[src/hdl/skset_pkg.sv]
// Package for the sorted key set: item structs, command codes, FSM states
// and the control bundle sent to every cell. No dependencies.
package skset_pkg;

  localparam int KEY_W   = 16;
  localparam int COUNT_W = 9;
  // Width of a presence group reduced in the compare cycle.
  localparam int GRP     = 16;

  localparam logic [1:0] CMD_QUERY  = 2'd0;
  localparam logic [1:0] CMD_INSERT = 2'd1;
  localparam logic [1:0] CMD_DELETE = 2'd2;

  typedef struct packed {
    logic [1:0]       command;
    logic [KEY_W-1:0] key;
  } skset_req_t;

  typedef struct packed {
    logic               success;
    logic               set_full;
    logic [COUNT_W-1:0] entry_count;
  } skset_rsp_t;

  typedef enum logic [1:0] {
    ST_IDLE,
    ST_CMP,
    ST_UPD
  } skset_state_t;

  typedef struct packed {
    logic capture;    // latch this cell's compare result
    logic shift_in;   // insert: open a slot at the insert position
    logic shift_out;  // delete: close the slot at the delete position
  } skset_cell_ctl_t;

endpackage

[src/hdl/skset_cell.sv]
// One slot of the sorted key chain: holds a key, compares it with the probe
// key and shifts from either neighbor. Depends on skset_pkg.
module skset_cell
  import skset_pkg::*;
#(
  parameter int INDEX = 0,
  parameter int CNT_W = 9
) (
  input  logic             clk,
  input  skset_cell_ctl_t  ctl,
  input  logic [KEY_W-1:0] probe,
  input  logic [CNT_W-1:0] count,
  input  logic             left_lt,
  input  logic [KEY_W-1:0] left_key,
  input  logic [KEY_W-1:0] right_key,
  output logic [KEY_W-1:0] key,
  output logic             lt,
  output logic             eq
);

  logic occupied;
  logic lt_now;

  always_comb begin
    occupied = CNT_W'(INDEX) < count;
    lt_now   = occupied && (key < probe);
    eq       = occupied && (key == probe);
  end

  // Cells at or above the operation's position move; those below it stay.
  always_ff @(posedge clk) begin
    if (ctl.capture) begin
      lt <= lt_now;
    end
    if (ctl.shift_in && !lt) begin
      key <= left_lt ? probe : left_key;
    end else if (ctl.shift_out && !lt) begin
      key <= right_key;
    end
  end

endmodule

[config.mk]
export PLATFORM = sky130hd
export DESIGN_NAME = skset_cell
export DESIGN_NICKNAME = d
export VERILOG_FILES = /design/src/hdl/skset_pkg.sv /design/src/hdl/skset_cell.sv
export SDC_FILE = /design/constraint.sdc
export NUM_CORES = 1
export LEC_CHECK = 0
export BUFFER_PORTS_ARGS = -buffer_cell sky130_fd_sc_hd__buf_2
export CAP_MARGIN = 20
export CORE_MARGIN = 1
export CORE_UTILIZATION = 35
export CTS_CLUSTER_DIAMETER = 200
export DETAILED_ROUTE_END_ITERATION = 8
export PLACE_DENSITY = 0.73
export SKIP_LAST_GASP = 1
export SYNTH_ARGS = -nofsm -noshare
export SYNTH_HDL_FRONTEND = slang
export SYNTH_SLANG_ARGS = --single-unit
[constraint.sdc]
create_clock -name clk -period 3.8 [get_ports clk]
set_clock_uncertainty 0.05 [all_clocks]
set_input_delay 0.38 -clock clk [delete_from_list [all_inputs] [get_ports clk]]
set_output_delay 0.38 -clock clk [all_outputs]
set_load 0.01 [all_outputs]
==> reports/metrics.csv <==
metric,value,unit
clock-sinks,17,
fin_tns_setup,0,ps
grt.overflow.total,0,
syn_area,0.001296,mm^2
max-clock-path-buffers,2,
fin_crit_sh,57.56,%
synth_fa_ha_area_share,15.44,%
slowest_stage,edfxtp_1,
synth-edff-count,17,
first_pass_iters,4,
worstPathRequired,3370,ps
clock.fmax,457.2,MHz
drive_gt1_share,41.31,%
cts_setup_buffers,0,
irDropWorstVdd,0.1203,mV
die_h,62.86,um
grt_usage,15.16,%
cts_tree,built,
critPathMaxFanout,3,
dp_hpwl,2.370,mm
ys.warnings.count,0,
portBuffers,79,
synth_top_area_share,39.38,%
drt_wl_total,2.867,mm
power_density,295.8,mW/mm^2
relSlewSlack,63.31,%
cp-start-kind,flop,
rsz0062_at_grt,no,
yosysSeqAreaShare,39.38,%
tightest_slew,550.4,ps
clock-root-buffer,clkbuf_8,
antenna_cells,0,
swShare,27.69,%
p_switching,0.1459,mW
final_nets,292,
htree_levels,1,
vias,1212,
crit_type,reg -> out,
finalSetupViolations,0,
pwr-share-comb,29.1,%
die_w,62.86,um
synth_common_cells,"nand2_1 (19), edfxtp_1 (17), o21ai_0 (17)",
core_area,0.003442,mm^2
synthSimpleGateAreaFrac,13.71,%
syn-num-nets,211,
clkTransAtPathRegs,70,ps
io_pins,80,
synthTopCellsByArea,"edfxtp_1 (39%), ha_1 (15%), mux2i_1 (12%), o21ai_0 (6.6%), nand2_1 (5.5%)",
synth_compound_area_share,12.07,%
routedWlPerCell,11.07,um
synth_ff_type,edfxtp_1,
crit_path_end_kind,output port,
cts_hold_buf,0,
intPower,0.3811,mW
crit_path_max_incr_delay,390,ps
postSynthCellCount,133,
postRouteAntennaNets,0,
clkLatencyLatePin,250,ps
grt_pass1_wl,4.871,mm
finalHoldViolCount,0,
place.gp.congestion,0.7197,
hold_class,in -> reg,
grt_max_degree,33,
avgSynthCellArea,9.746,um^2
dp.cells,254,
outcome,"finished, final reports clean",
vias_per_cell,4.680,
cts_resized,0,
route.detailed.drc,0,
final_cells,259,
ys_types,26,
path_delay_family,simple AND/OR/NAND/NOR gates,
drv_cap,0,
area_growth,37.45,%
synth.mux.area_fraction,12.36,%
yosysTopAreaCell,edfxtp_1,
crit_buf_inv,1,
cts_made_buffers,3,
start_util,37.66,%
slew_viol_final,0,
synthArstFlopShare,0,%
cp.arrival,1760,ps
grt_pass1_vias,1202,
die_area,0.003951,mm^2
path_cells,"ha_1, and4_4, nand3_2, nor4b_2, buf_2",
leakage,0.9472,nW
clkPwrFrac,25.1,%
synth_most_common_cell,nand2_1,
pwr-share-seq,45.9,%
synth-xor-area-share,0,%
row_count,21,
synth_top_family_by_area,adder cells,
period_needed,2187,ps
drt_iter0_markers,17,
synth-seq-cells,17,
antenna_found_initial,0,
==> placed cells by master, fill, tap and decap left out, drive strengths merged <==
cell,synthesis,final
a211oi,1,1
a21o,2,2
a21oi,6,6
and3,1,1
and4,1,1
buf,3,81
clkbuf,2,4
edfxtp,17,17
ha,16,16
inv,16,16
mux2i,16,16
nand2,19,19
nand2b,1,1
nand3,3,3
nand4,2,2
nor2,3,3
nor2b,1,1
nor3,1,1
nor4,2,2
nor4b,1,1
o211ai,2,2
o21ai,17,17
==> kinds of logic after synthesis <==
| logic type | Yosys count |
|---|---|
| AND/OR/NAND/NOR | 35 |
| buffers and inverters | 21 |
| AO/OA/AOI/OAI | 28 |
| adder cells (fa/ha/maj) | 16 |
| multiplexers | 16 |
| flip-flops | 17 |
==> layout make-up <==
class	instances	area, um^2
well taps	46	57.56
repair buffers	81	414.1
inverters	16	60.06
clock buffers	4	45.04
fillers	349	1660
multi-input cells	95	694.4
flip-flops and latches	17	510.5
==> worst reg2reg max path, stage by stage (launching register included) <==
cell      delay, ps
edfxtp_1        390
ha_1            330
and4_4          260
nand3_2         100
a211oi_1        200
nor4_1           70
==> per-stage QoR <==
step / hold WS (ps) / worst slack (ps) / utilization (%) / area, um^2 / power (mW)
3_3_place_gp: 529.4 / 1784 / 50.13 / 1725 / 0.3967
3_5_place_dp: 530.0 / 1772 / 50.13 / 1725 / 0.4001
2_1_floorplan: 442.5 / 1916 / - / 1296 / 0.3327
4_1_cts: 273.6 / 1607 / 51.44 / 1770 / 0.5313
5_1_grt: 264.0 / 1509 / 51.76 / 1782 / 0.5647
6_report: 274.2 / 1613 / 51.76 / 1782 / 0.5270
==> power groups by stage <==
| stage | registers [mW] | clock network (mW) | logic, mW |
|---|---|---|---|
| after global placement | 0.245 | 0 | 0.152 |
| after CTS | 0.242 | 0.135 | 0.155 |
| after floorplan | 0.254 | 0 | 0.0784 |
| final | 0.242 | 0.132 | 0.153 |
| after global routing | 0.244 | 0.144 | 0.176 |
| after detailed placement | 0.246 | 0 | 0.154 |
==> metal layers <==
| metal | vias to the layer above | share of wire (%) | track usage [%] |
|---|---|---|---|
| met3 | 2 | 6.4 | 2.920 |
| met1 | 524 | 45 | 17.60 |
| met2 | 48 | 48 | 27.04 |
| met5 | - | 0 | 0 |
| li1 | 638 | - | - |
| met4 | 0 | 0.94 | 6.105 |
==> path summary, 6_finish.rpt <==
kind                                         from                to  slack (ps)  cells past startpoint
worst max-delay path            key[15]$_DFFE_PP_                eq        1610                      5
worst min-delay path                       ctl[2]      lt$_DFFE_PP_         270                      1
worst max register to register  key[15]$_DFFE_PP_      lt$_DFFE_PP_        2160                      5
worst min register to register       lt$_DFFE_PP_  key[0]$_DFFE_PP_         760                      2
==> registers in the layout (all words and copies together) (netlist names) <==
register,flops
lt,1
key,16
Power figures use the tool's default switching activity.
